**src/rtl/core/ujse_pkg.sv**
```systemverilog
// ----------------------------------------------------------------------------
// ujse_pkg
// Shared types, codes and helpers for the UTF-8 to escaped-text converter.
// ----------------------------------------------------------------------------
package ujse_pkg;

  // Kind of character run that one input byte produces
  typedef enum logic [2:0] {
    RK_NONE,  // no output (gathering, or discarding)
    RK_CHAR,  // byte copied as is
    RK_ESC,   // backslash + letter
    RK_UNI,   // \uXXXX
    RK_PAIR,  // \uXXXX\uXXXX surrogate pair
    RK_WIDE,  // \UXXXXXXXX
    RK_ERR    // single error result
  } run_kind_t;

  // Run lengths, in characters
  localparam logic [3:0] LEN_CHAR = 4'd1;
  localparam logic [3:0] LEN_ESC  = 4'd2;
  localparam logic [3:0] LEN_UNI  = 4'd6;
  localparam logic [3:0] LEN_PAIR = 4'd12;
  localparam logic [3:0] LEN_WIDE = 4'd10;
  localparam logic [3:0] LEN_ERR  = 4'd1;

  // Character positions inside \u and \U escapes
  localparam logic [3:0] POS_BS_0  = 4'd0;
  localparam logic [3:0] POS_TAG_0 = 4'd1;
  localparam logic [3:0] POS_BS_1  = 4'd6;
  localparam logic [3:0] POS_TAG_1 = 4'd7;

  localparam logic [20:0] PLANE1_BASE = 21'h010000;
  localparam logic [20:0] CODE_MAX    = 21'h10FFFF;
  localparam logic [15:0] HI_SURR     = 16'hD800;
  localparam logic [15:0] LO_SURR     = 16'hDC00;

  localparam logic [7:0] CH_BSLASH = 8'h5C;
  localparam logic [7:0] CH_LOW_U  = 8'h75;
  localparam logic [7:0] CH_UP_U   = 8'h55;
  localparam logic [7:0] CH_NUL    = 8'h00;

  // One decoded run handed from decoder to emitter
  typedef struct packed {
    run_kind_t   kind;
    logic [7:0]  ch;     // literal or escape letter
    logic [31:0] hexv;   // hex digits, most significant nibble first
    logic [3:0]  len;    // characters in the run
    logic        eos;    // run belongs to the string's last byte
  } run_t;

  // Lowercase hex digit for one nibble
  function automatic logic [7:0] hex_char(input logic [3:0] n);
    logic [7:0] c;
    if (n < 4'd10) begin
      c = 8'h30 + {4'd0, n};
    end else begin
      c = 8'h57 + {4'd0, n};
    end
    return c;
  endfunction

endpackage

```
**src/rtl/core/ujse_decode.sv**
```systemverilog
// ----------------------------------------------------------------------------
// ujse_decode
// UTF-8 sequence tracker; turns one byte into a run descriptor.
// ----------------------------------------------------------------------------
module ujse_decode (
  input  logic          clk,
  input  logic          rst,
  input  logic [7:0]    byte_in,
  input  logic          eos,
  input  logic          surrogate_mode,
  input  logic          step,
  output ujse_pkg::run_t run
);
  import ujse_pkg::*;

  logic [20:0] acc, acc_next;
  logic [1:0]  remaining, remaining_next;
  logic        discard, discard_next;

  logic [20:0] acc_sh;
  logic [1:0]  rem_dec;
  logic [20:0] off;
  logic [15:0] hi_w, lo_w;
  logic [7:0]  esc;

  assign acc_sh  = {acc[14:0], byte_in[5:0]};
  assign rem_dec = remaining - 2'd1;
  assign off     = acc_sh - PLANE1_BASE;
  assign hi_w    = HI_SURR | {6'd0, off[19:10]};
  assign lo_w    = LO_SURR | {6'd0, off[9:0]};

  always_comb begin
    unique case (byte_in)
      8'h22:   esc = 8'h22;
      8'h5C:   esc = 8'h5C;
      8'h08:   esc = 8'h62;
      8'h0C:   esc = 8'h66;
      8'h0A:   esc = 8'h6E;
      8'h0D:   esc = 8'h72;
      8'h09:   esc = 8'h74;
      default: esc = 8'h00;
    endcase
  end

  always_comb begin
    run.kind       = RK_NONE;
    run.ch         = byte_in;
    run.hexv       = 32'd0;
    run.len        = LEN_CHAR;
    run.eos        = eos;
    acc_next       = acc;
    remaining_next = remaining;
    discard_next   = discard;

    priority if (discard) begin
      run.kind = RK_NONE;
    end else if (remaining != 2'd0) begin
      if (byte_in[7:6] != 2'b10) begin
        run.kind = RK_ERR;
      end else begin
        acc_next       = acc_sh;
        remaining_next = rem_dec;
        if (rem_dec != 2'd0) begin
          run.kind = eos ? RK_ERR : RK_NONE;
        end else if (acc_sh > CODE_MAX) begin
          run.kind = RK_ERR;
        end else begin
          acc_next = 21'd0;
          priority if (acc_sh < PLANE1_BASE) begin
            run.kind = RK_UNI;
            run.hexv = {acc_sh[15:0], 16'd0};
            run.len  = LEN_UNI;
          end else if (surrogate_mode) begin
            run.kind = RK_PAIR;
            run.hexv = {hi_w, lo_w};
            run.len  = LEN_PAIR;
          end else begin
            run.kind = RK_WIDE;
            run.hexv = {11'd0, acc_sh};
            run.len  = LEN_WIDE;
          end
        end
      end
    end else if (byte_in[7:6] == 2'b11) begin
      if (byte_in >= 8'hF8) begin
        run.kind = RK_ERR;
      end else begin
        priority if (byte_in < 8'hE0) begin
          acc_next       = {16'd0, byte_in[4:0]};
          remaining_next = 2'd1;
        end else if (byte_in < 8'hF0) begin
          acc_next       = {17'd0, byte_in[3:0]};
          remaining_next = 2'd2;
        end else begin
          acc_next       = {18'd0, byte_in[2:0]};
          remaining_next = 2'd3;
        end
        run.kind = eos ? RK_ERR : RK_NONE;
      end
    end else if (esc != 8'h00) begin
      run.kind = RK_ESC;
      run.ch   = esc;
      run.len  = LEN_ESC;
    end else begin
      run.kind = RK_CHAR;
    end

    // error: reset sequence state, drop bytes to the end of the string
    if (run.kind == RK_ERR) begin
      run.ch         = CH_NUL;
      run.len        = LEN_ERR;
      acc_next       = 21'd0;
      remaining_next = 2'd0;
      discard_next   = 1'b1;
    end
    if (eos) begin
      acc_next       = 21'd0;
      remaining_next = 2'd0;
      discard_next   = 1'b0;
    end
  end

  always_ff @(posedge clk) begin
    if (rst) begin
      acc       <= 21'd0;
      remaining <= 2'd0;
      discard   <= 1'b0;
    end else if (step) begin
      acc       <= acc_next;
      remaining <= remaining_next;
      discard   <= discard_next;
    end
  end

endmodule

```
**src/rtl/core/ujse_emit.sv**
```systemverilog
// ----------------------------------------------------------------------------
// ujse_emit
// Holds one run and sends its characters, one per cycle while the output is not stalled, into the result register.
// ----------------------------------------------------------------------------
module ujse_emit (
  input  logic           clk,
  input  logic           rst,
  input  logic           load,
  input  ujse_pkg::run_t run_in,
  output logic           run_free,
  output logic           out_valid,
  input  logic           out_stall,
  output logic [7:0]     out_char,
  output logic           run_last,
  output logic           error_flag,
  output logic           string_done
);
  import ujse_pkg::*;

  run_t       run;
  logic       run_valid;
  logic [3:0] idx;
  logic [31:0] hexv;

  logic       send, done, is_bs, is_tag, is_hex;
  logic [7:0] ch;

  assign send     = run_valid && (!out_valid || !out_stall);
  assign done     = send && (idx == run.len - 4'd1);
  assign run_free = !run_valid || done;

  always_comb begin
    is_bs  = (idx == POS_BS_0)  || (run.kind == RK_PAIR && idx == POS_BS_1);
    is_tag = (idx == POS_TAG_0) || (run.kind == RK_PAIR && idx == POS_TAG_1);
    is_hex = 1'b0;
    unique case (run.kind)
      RK_CHAR: ch = run.ch;
      RK_ESC:  ch = is_bs ? CH_BSLASH : run.ch;
      RK_UNI, RK_PAIR, RK_WIDE: begin
        priority if (is_bs) begin
          ch = CH_BSLASH;
        end else if (is_tag) begin
          ch = (run.kind == RK_WIDE) ? CH_UP_U : CH_LOW_U;
        end else begin
          ch     = hex_char(hexv[31:28]);
          is_hex = 1'b1;
        end
      end
      default: ch = CH_NUL;
    endcase
  end

  always_ff @(posedge clk) begin
    if (rst) begin
      run_valid <= 1'b0;
      idx       <= 4'd0;
    end else if (load) begin
      run_valid <= 1'b1;
      idx       <= 4'd0;
    end else if (done) begin
      run_valid <= 1'b0;
    end else if (send) begin
      idx <= idx + 4'd1;
    end
  end

  always_ff @(posedge clk) begin
    if (load) begin
      run  <= run_in;
      hexv <= run_in.hexv;
    end else if (send && is_hex) begin
      hexv <= {hexv[27:0], 4'd0};
    end
  end

  always_ff @(posedge clk) begin
    if (rst) begin
      out_valid <= 1'b0;
    end else if (send) begin
      out_valid <= 1'b1;
    end else if (!out_stall) begin
      out_valid <= 1'b0;
    end
  end

  always_ff @(posedge clk) begin
    if (send) begin
      out_char    <= ch;
      run_last    <= (idx == run.len - 4'd1);
      error_flag  <= (run.kind == RK_ERR);
      string_done <= (idx == run.len - 4'd1) && run.eos;
    end
  end

endmodule

```
**src/rtl/core/utf8_json_string_escaper.sv**
```systemverilog
// ----------------------------------------------------------------------------
// utf8_json_string_escaper
// UTF-8 byte stream in, escaped JSON-style text out, one character per cycle while out_stall is low.
// ----------------------------------------------------------------------------
// Input channel (in_valid / in_stall): one request is one byte of a UTF-8
// string, with end_of_string on its final byte.
// Output channel (out_valid / out_stall): one request is one escaped
// character; run_last marks the last character caused by an input byte,
// string_done the last one of the string, error_flag a malformed sequence
// (out_char is then zero and the rest of the string is dropped).
// Config channel (cfg_valid / cfg_ready / cfg_data): surrogate_mode; the user
// must write it only while idle (not enforced); cfg_ready is always high.
// Pipeline: input register -> decode -> run register -> result register.
// A plain byte passes the input and run registers before the result register.
// Throughput: one character per cycle out of the run emitter while out_stall
// is low. A plain byte makes one character, an escape 2, \u 6, \U 10 and a
// surrogate pair 12 characters; bytes that only gather sequence bits produce
// nothing. The next byte is decoded during the last character of the current
// run, so runs follow each other without gaps.
// When the receiver stalls the result register holds; the run register and
// then the input register fill and in_stall rises.
// Reset (rst, synchronous) empties all stages, clears sequence state and
// sets surrogate_mode to 1.
// ----------------------------------------------------------------------------
module utf8_json_string_escaper (
  input  logic       clk,
  input  logic       rst,
  input  logic       in_valid,
  output logic       in_stall,
  input  logic [7:0] in_byte,
  input  logic       end_of_string,
  output logic       out_valid,
  input  logic       out_stall,
  output logic [7:0] out_char,
  output logic       run_last,
  output logic       error_flag,
  output logic       string_done,
  input  logic       cfg_valid,
  output logic       cfg_ready,
  input  logic       cfg_data
);
  import ujse_pkg::*;

  // config register
  logic surrogate_mode;

  // input register
  logic       ir_valid;
  logic [7:0] ir_byte;
  logic       ir_eos;

  // decoder -> emitter
  run_t run;
  logic run_free;
  logic advance;
  logic load_run;
  logic accept;

  assign cfg_ready = 1'b1;

  always_ff @(posedge clk) begin
    if (rst) begin
      surrogate_mode <= 1'b1;
    end else if (cfg_valid && cfg_ready) begin
      surrogate_mode <= cfg_data;
    end
  end

  // byte leaves the input register: always when it makes no output,
  // otherwise only once the emitter can take a new run
  assign advance  = ir_valid && (run.kind == RK_NONE || run_free);
  assign load_run = advance && (run.kind != RK_NONE);
  assign in_stall = ir_valid && !advance;
  assign accept   = in_valid && !in_stall;

  always_ff @(posedge clk) begin
    if (rst) begin
      ir_valid <= 1'b0;
    end else if (accept) begin
      ir_valid <= 1'b1;
    end else if (advance) begin
      ir_valid <= 1'b0;
    end
  end

  always_ff @(posedge clk) begin
    if (accept) begin
      ir_byte <= in_byte;
      ir_eos  <= end_of_string;
    end
  end

  ujse_decode u_decode (
    .clk            (clk),
    .rst            (rst),
    .byte_in        (ir_byte),
    .eos            (ir_eos),
    .surrogate_mode (surrogate_mode),
    .step           (advance),
    .run            (run)
  );

  ujse_emit u_emit (
    .clk         (clk),
    .rst         (rst),
    .load        (load_run),
    .run_in      (run),
    .run_free    (run_free),
    .out_valid   (out_valid),
    .out_stall   (out_stall),
    .out_char    (out_char),
    .run_last    (run_last),
    .error_flag  (error_flag),
    .string_done (string_done)
  );

  // error result is a lone zero character closing its byte's run
  a_err_result: assert property (@(posedge clk) disable iff (rst)
    out_valid && error_flag |-> out_char == CH_NUL && run_last)
    else $error("error result malformed");

  // string end mark only on the last character of a run
  a_done_last: assert property (@(posedge clk) disable iff (rst)
    out_valid && string_done |-> run_last)
    else $error("string_done without run_last");

  // a new run is loaded only into a free emitter
  a_load_free: assert property (@(posedge clk) disable iff (rst)
    load_run |-> run_free)
    else $error("run loaded over a busy emitter");

  // a byte held in the input register stays there while stalled
  a_hold_input: assert property (@(posedge clk) disable iff (rst)
    in_stall |=> ir_valid && $stable(ir_byte) && $stable(ir_eos))
    else $error("input register lost a stalled byte");

endmodule

```
**config.mk**
```make
export PLATFORM = sky130hd
export DESIGN_NAME = utf8_json_string_escaper
export DESIGN_NICKNAME = d
export VERILOG_FILES = /design/src/rtl/core/ujse_pkg.sv /design/src/rtl/core/ujse_decode.sv /design/src/rtl/core/ujse_emit.sv /design/src/rtl/core/utf8_json_string_escaper.sv
export SDC_FILE = /design/constraint.sdc
export NUM_CORES = 1
export LEC_CHECK = 0
export BUFFER_PORTS_ARGS = -buffer_cell sky130_fd_sc_hd__buf_4
export CAP_MARGIN = 5
export CORE_MARGIN = 1.5
export CORE_UTILIZATION = 41
export DETAILED_ROUTE_END_ITERATION = 7
export GPL_TIMING_DRIVEN = 0
export PLACE_DENSITY = 0.67
export SYNTH_ARGS = -nofsm -noshare
export SYNTH_HDL_FRONTEND = slang
export SYNTH_HIERARCHICAL = 1
export SYNTH_SLANG_ARGS = --single-unit
```
**constraint.sdc**
```tcl
create_clock -name clk -period 5.1 [get_ports clk]
set_input_delay 0.51 -clock clk [delete_from_list [all_inputs] [get_ports clk]]
set_output_delay 0.51 -clock clk [all_outputs]
set_load 0.05 [all_outputs]
```
==> results.tsv, run 1 <==
stage	metric	value	unit
worst_hold_path	worst hold path cell count	1	
grt	vias in the first global route	3855	
sta	final clock skew	0.005873	ns
critical_path	r2r startpoint	ir_byte[3]	
placed_design	Cells after DPL	711	
critical_path	Setup crit start kind	flip-flop	
critical_path	reg-to-reg slack, setup	0.55	ns
yosys	synthesized area per cell	10.44	um^2
yosys	sequential area share after synthesis	47.93	%
placed_design	hpwl dp	8477	um
sta	fin crit share	89.25	%
sta	Final Hold Violating Endpoints	0	
sta	unrepaired setup endpoints after global routing	no	
yosys	Main synth FF type	edfxtp_1	
sta	minimum clock period	4.552	ns
power	PD cells	309.3	nW/um^2
critical_path	CP max-delay cell	clkbuf_1	
drt	Post-Route WL	11680	um
critical_path	WS Path Type	reg -> reg	
yosys	Adder-Cell Fraction of Synth Area	1.872	%
grt	initial antenna violation count	0	
clocking	Post-CTS Hold Fix Bufs	0	
drt	Post-DRT Antenna Nets	0	
drt	WL per Instance	16.06	um
sta	Slew headroom	57.04	%
critical_path	worst reg2reg endpoint	u_emit/hexv[12]	
clocking	Worst-Skew Late Latency	0.35	ns
floorplanning	Die Y	117.2	um
drt	initial drt markers	367	
yosys	main combinational cell family by area after synthesis	simple AND/OR/NAND/NOR gates	
critical_path	Max Fanout on Critical Path	32	
floorplanning	Die W	117.2	um
critical_path	Buf/Inv on CP	4	
run_status	outcome	finished clean	
critical_path	CP peak stage delay	0.49	ns
floorplanning	total core area	12670	um^2
placed_design	Placed Area	5764	um^2
finish	utilization after layout	47.81	%
clocking	clk slew on worst S/H paths	0.06	ns
floorplanning	site row count	41	
worst_hold_path	Min-Delay Endpoint	ir_eos	
placed_design	gpl congestion	0.9091	
worst_hold_path	Hold Crit Start	end_of_string	
floorplanning	Initial Util	42.19	%
yosys	Cell variety after synth	80	
finish	Area Growth Syn to Fin	13.32	%
drt	drt pass-1 iters	5	
yosys	Post-synth EDFFs	68	
sta	Pins Over Slew Limit	0	
critical_path	worst reg-to-reg path cell count	12	
drt	detailed-route via count	4105	
clocking	CTS Buffer Depth	2	
finish	most frequent cells in the layout	68 x edfxtp_1, 36 x nor2_1, 33 x nand2_1	
sta	Final Setup Violations	0	
yosys	xor/xnor cell area share of the yosys netlist	1.732	%
finish	diode count	0	
grt	GRT Resource Usage Total	18.15	%
placed_design	PortBufs	27	
sta	Setup TNS	0	ns
yosys	mux contribution to synthesized area	7.231	%
finish	post-route cell area	6058	um^2
clocking	TritonCTS clock tree	done	
worst_hold_path	HP Class	in -> reg	
clocking	H-tree levels	3	
clocking	CTS sink cnt	94	
critical_path	CP arrival	4.55	ns
job	Max-Cap Viols	0	
finish	Nets	573	
yosys	Warnings, synthesis	6	
power	Pwr Total	1.874	mW
critical_path	Top delay family on crit path	buffers and inverters	
sta	Fmax	219.7	MHz
yosys	Synth Instances	512	
critical_path	Critical Path Start	ir_byte[3]	
drt	DRC	0	
clocking	CTS Buf Count	9	
floorplanning	I/O pins	29	
drt	Via-to-Cell Ratio	5.646	
yosys	Seq cells post-synth	94	
yosys	cell area after synthesis	5346	um^2
floorplanning	area of the die	13730	um^2
yosys	Post-Synth Simple-Gate Area	19.94	%
clocking	CTS root buf	clkbuf_16	
critical_path	Worst EP required	5.10	ns
critical_path	CP cell instances	clkbuf_2, nand3_1, nor3_2, nor4b_2, o31ai_1, buf_2, o22ai_1, nor3_4, nor2_4, clkbuf_1, clkbuf_1, a31o_4	
finish	Non-Filler Instances	727	
sta	worst-margin pin slew	0.6422	ns
grt	largest net degree at the start of global routing	33	
critical_path	CP most frequent cell	clkbuf_1	
grt	gr ovfl total	0	
finish	ratio of cells with drive above 1 in the final layout	20.54	%
critical_path	Worst setup EP type	flip-flop	
yosys	syn nets	535	
grt	first-pass GRT wire length	18850	um
finish	most common cell after layout, fill and taps aside	edfxtp_1	
yosys	Post-synth ARST share	0	%
power	Max IR drop VDD	260.2	uV
power	LEAKAGE	2.182	nW
yosys	Synth Area in Compound Gates	16.52	%
-- worst max path at each step --
stage / endpoint / depth (start not counted)
3_3_place_gp: u_emit/hexv[6] / 12
6_report: u_emit/hexv[12] / 12
4_1_cts: u_emit/hexv[11] / 12
2_1_floorplan: u_emit/hexv[0] / 12
5_1_grt: u_emit/hexv[9] / 11
3_5_place_dp: u_emit/hexv[8] / 12
-- power breakdown --
part           internal [mW]  switching [mW]  total, mW
Combinational          0.123           0.204      0.327
Sequential             0.892          0.0309      0.922
Clock                  0.353           0.271      0.625
-- final cells by class --
| class | count | area (um^2) |
|---|---|---|
| Timing Repair Buffer | 27 | 202.7 |
| Clock buffer | 12 | 256.5 |
| Clock inverter | 4 | 21.27 |
| Multi-Input combinational cell | 365 | 2549 |
| Fill cell | 1192 | 6613 |
| Inverter | 19 | 71.32 |
| Buffer | 34 | 180.2 |
| Sequential cell | 94 | 2562 |
| Tap cell | 172 | 215.2 |
-- cell usage after synthesis, types with 3 or more instances --
cell type	instances	area, um^2
o21ai_0	16	80.08
nor3_1	16	80.08
buf_4	4	30.03
a21oi_1	26	130.1
dfxtp_1	26	520.5
a31oi_1	6	37.54
nand2b_1	6	37.54
mux2_2	29	326.6
inv_1	18	67.56
xnor2_1	4	35.03
edfxtp_1	68	2042
and2_1	18	112.6
o21a_1	9	67.56
o31ai_1	3	22.52
a22o_1	3	26.28
buf_2	11	55.05
nand4_1	8	50.05
nor2b_1	7	43.79
clkbuf_1	13	48.80
ha_1	8	100.1
a211oi_1	4	30.03
nand3_1	16	80.08
nand2_1	33	123.9
or3_1	6	37.54
nor4_1	3	18.77
o211ai_1	8	60.06
mux2i_1	6	60.06
and3_1	5	31.28
buf_6	3	33.78
a31o_1	10	87.58
a31o_2	4	35.03
nor3b_1	14	105.1
xor2_1	4	35.03
nor2_1	37	138.9
o22ai_1	4	25.02
-- logic make-up (layout without fill, tap and decap cells) --
logic type | count (synthesis) | after routing
AO/OA/AOI/OAI | 123 | 123
flip-flops | 94 | 94
AND/OR/NAND/NOR | 189 | 189
multiplexers | 35 | 35
buffers and inverters | 53 | 96
adder cells (fa/ha/maj) | 8 | 8
other | 1 | 1
XOR/XNOR | 9 | 9
-- metal layers --
metal / up-vias / wire length [um] / global-route usage [%]
met3: 22 / 736 / 5.149
met2: 156 / 5440 / 29.11
met1: 1931 / 5283 / 23.54
met4: 0 / 216 / 6.586
met5: - / 0 / 0
li1: 1996 / - / -
-- flip-flops by register name (all words and copies together), names as in the netlist --
name and count:
u_emit/run 16, u_emit/out_valid 1, surrogate_mode 1, ir_valid 1
ir_byte 8, u_emit/idx 4, u_emit/run_valid 1, u_emit/error_flag 1
u_decode/acc 15, u_decode/remaining 2, u_decode/discard 1, u_emit/hexv 32
u_emit/out_char 8, ir_eos 1, u_emit/string_done 1, u_emit/run_last 1
-- through the flow --
step / worst slack [ns] / hold slack (ns)
final: 0.5480 / 0.3362
after global routing: 0.1885 / 0.3261
after CTS: 0.2457 / 0.3255
after detailed placement: -0.3341 / 0.5036
after global placement: -0.2797 / 0.4843
after floorplan: 0.9357 / 0.4715
-- worst register-to-register path: stages, from the launching register on --
cell,delay (ns)
edfxtp_1,0.32
clkbuf_2,0.24
nand3_1,0.20
nor3_2,0.32
nor4b_2,0.36
o31ai_1,0.18
buf_2,0.25
o22ai_1,0.34
nor3_4,0.12
nor2_4,0.42
clkbuf_1,0.47
clkbuf_1,0.49
a31o_4,0.47
-- timing repair --
action / in CTS / in global routing
buffers inserted: 0 / 0
endpoints found under the setup margin: 32 / 32
pin swaps: 0 / 0
hold endpoints to repair: 0 / 0
resized for setup: 2 / 1
No activity file was read; power rests on OpenSTA's default activity.
==> inputs of run 2 (changes only) <==
--- a/config.mk
+++ b/config.mk
@@ -10,7 +10,7 @@
 export CORE_MARGIN = 1.5
 export CORE_UTILIZATION = 41
 export DETAILED_ROUTE_END_ITERATION = 7
-export GPL_TIMING_DRIVEN = 0
+export GPL_TIMING_DRIVEN = 1
 export PLACE_DENSITY = 0.67
 export SYNTH_ARGS = -nofsm -noshare
 export SYNTH_HDL_FRONTEND = slang
==> run 2 against run 1 <==
Compared with the run above:
- sequential power grew 2%
- fmax grew 12%
- non-clock buffer count shrank 31
- combinational power shrank 9.2%
- clock skew grew 0.0045 ns
- clock-buffer cell count shrank 1
- via count shrank 2.9%
- power shrank 1.6%
- first-iteration DRC count shrank 23%
- highest routed layer unchanged
==> results.tsv, run 2 (synthesized netlist as in run 1, its figures left out) <==
stage	metric	value	unit
sta	Pins Over Slew Limit	0	
grt	gr ovfl total	0	
finish	Largest register FFs	32	
worst_hold_path	Hold Crit Start	end_of_string	
drt	initial drt markers	282	
floorplanning	Die Y	117.2	um
run_status	outcome	finished clean	
floorplanning	Die W	117.2	um
critical_path	Max Fanout on Critical Path	33	
critical_path	Worst setup EP type	flip-flop	
job	Max-Cap Viols	0	
clocking	CTS sink cnt	94	
placed_design	hpwl dp	8184	um
drt	detailed-route via count	3987	
grt	vias in the first global route	3858	
power	LEAKAGE	2.079	nW
sta	Final Hold Violating Endpoints	0	
grt	initial antenna violation count	0	
sta	minimum clock period	4.068	ns
sta	Fmax	245.8	MHz
finish	ratio of cells with drive above 1 in the final layout	18.89	%
critical_path	reg-to-reg slack, setup	1.03	ns
drt	drt pass-1 iters	5	
floorplanning	Initial Util	42.19	%
drt	Post-Route WL	11800	um
finish	Area Growth Syn to Fin	10.11	%
critical_path	Setup crit start kind	flip-flop	
critical_path	Worst EP required	5.37	ns
sta	final clock skew	0.01037	ns
grt	largest net degree at the start of global routing	44	
clocking	clk slew on worst S/H paths	0.07	ns
sta	Slew headroom	33.09	%
critical_path	worst reg-to-reg path cell count	12	
clocking	Worst-Skew Late Latency	0.35	ns
grt	GRT Resource Usage Total	18.73	%
drt	WL per Instance	16.95	um
worst_hold_path	Min-Delay Endpoint	ir_eos	
grt	first-pass GRT wire length	19630	um
clocking	TritonCTS clock tree	done	
clocking	CTS Buffer Depth	2	
clocking	Post-CTS Hold Fix Bufs	0	
finish	most common cell after layout, fill and taps aside	edfxtp_1	
floorplanning	area of the die	13730	um^2
clocking	Post-CTS Setup Repair Bufs	0	
worst_hold_path	HP Class	in -> reg	
sta	worst-margin pin slew	1.001	ns
floorplanning	site row count	41	
critical_path	worst reg2reg endpoint	u_decode/remaining[0]	
clocking	CTS root buf	clkbuf_16	
finish	utilization after layout	46.46	%
clocking	post-CTS sizing	0	
drt	Post-DRT Antenna Nets	0	
finish	diode count	0	
sta	fin crit share	79.77	%
sta	unrepaired setup endpoints after global routing	no	
floorplanning	total core area	12670	um^2
power	PD cells	313.3	nW/um^2
clocking	CTS Buf Count	9	
finish	most frequent cells in the layout	68 x edfxtp_1, 36 x nor2_1, 33 x nand2_1	
finish	Nets	542	
power	Max IR drop VDD	274.7	uV
placed_design	PortBufs	27	
critical_path	CP arrival	4.34	ns
finish	Most flops, register	u_emit/hexv	
clocking	H-tree levels	3	
sta	Final Setup Violations	0	
drt	DRC	0	
drt	Via-to-Cell Ratio	5.728	
floorplanning	I/O pins	29	
critical_path	r2r startpoint	u_decode/acc[10]	
placed_design	gpl congestion	0.9495	
worst_hold_path	worst hold path cell count	1	
critical_path	WS Path Type	reg -> reg	
finish	Regs by FF count	u_emit/hexv x32, u_emit/run x16, u_decode/acc x15	
sta	Setup TNS	0	ns
## run 2: cell count changes in the layout (fill, tap and decap cells not counted), sizes merged
| cell | delta |
|---|---|
| buf | -17 |
| clkbuf | -15 |
| inv | +1 |
## run 2: layer usage
metal,vias up,share of wire (%),GRT usage [%]
met3,23,4.4,4.480
li1,1936,-,-
met5,-,0,0
met2,128,48,31.12
met1,1900,45,23.72
met4,0,2.5,7.149
## run 2: worst max path at each step
| stage | from | end | cells past startpoint |
|---|---|---|---|
| 6_report | u_decode/acc[10] | u_decode/remaining[0] | 12 |
| 4_1_cts | u_decode/acc[10] | u_decode/remaining[0] | 12 |
| 2_1_floorplan | ir_byte[3] | u_emit/hexv[0] | 12 |
| 3_3_place_gp | u_decode/acc[10] | u_decode/remaining[0] | 12 |
| 3_5_place_dp | u_decode/acc[10] | u_decode/remaining[0] | 12 |
| 5_1_grt | ir_byte[4] | u_decode/remaining[0] | 12 |
## run 2: through the flow
stage / setup WS, ns / total power, mW / area, um^2 / std cells / hold slack, ns
2_1_floorplan: 0.9357 / 1.172 / 5346 / 512 / 0.4715
3_3_place_gp: 1.200 / 1.241 / 5619 / 680 / 0.4906
3_5_place_dp: 1.045 / 1.247 / 5619 / 680 / 0.5182
4_1_cts: 1.026 / 1.862 / 5887 / 696 / 0.3229
5_1_grt: 0.6811 / 1.933 / 5887 / 696 / 0.3185
6_report: 1.032 / 1.844 / 5887 / 696 / 0.3347
## run 2: power by group
part | switching (mW) | internal, mW | total, mW
logic | 0.183 | 0.114 | 0.297
registers | 0.0460 | 0.892 | 0.938
clock network | 0.278 | 0.331 | 0.610
## run 2: worst max-delay path, cell delays in order, from the launching register on
cell and delay, ns:
dfxtp_1 0.35, or4_1 0.74, nor2_8 0.31, a21oi_2 0.09
o211a_2 0.16, nor3_1 0.40, nor3_4 0.13, o21a_1 0.23
nor2b_1 0.15, a32oi_1 0.21, nand2_1 0.59, or3_1 0.56
o31ai_1 0.07
## run 2: area by class of cell
cell class              count  area [um^2]
clock buffers              11        232.7
clock inverters             5        35.03
fillers                  1169         6784
inverters                  19        71.32
multi-input cells         365         2545
flip-flops and latches     94         2562
well taps                 172        215.2
repair buffers             30        225.2
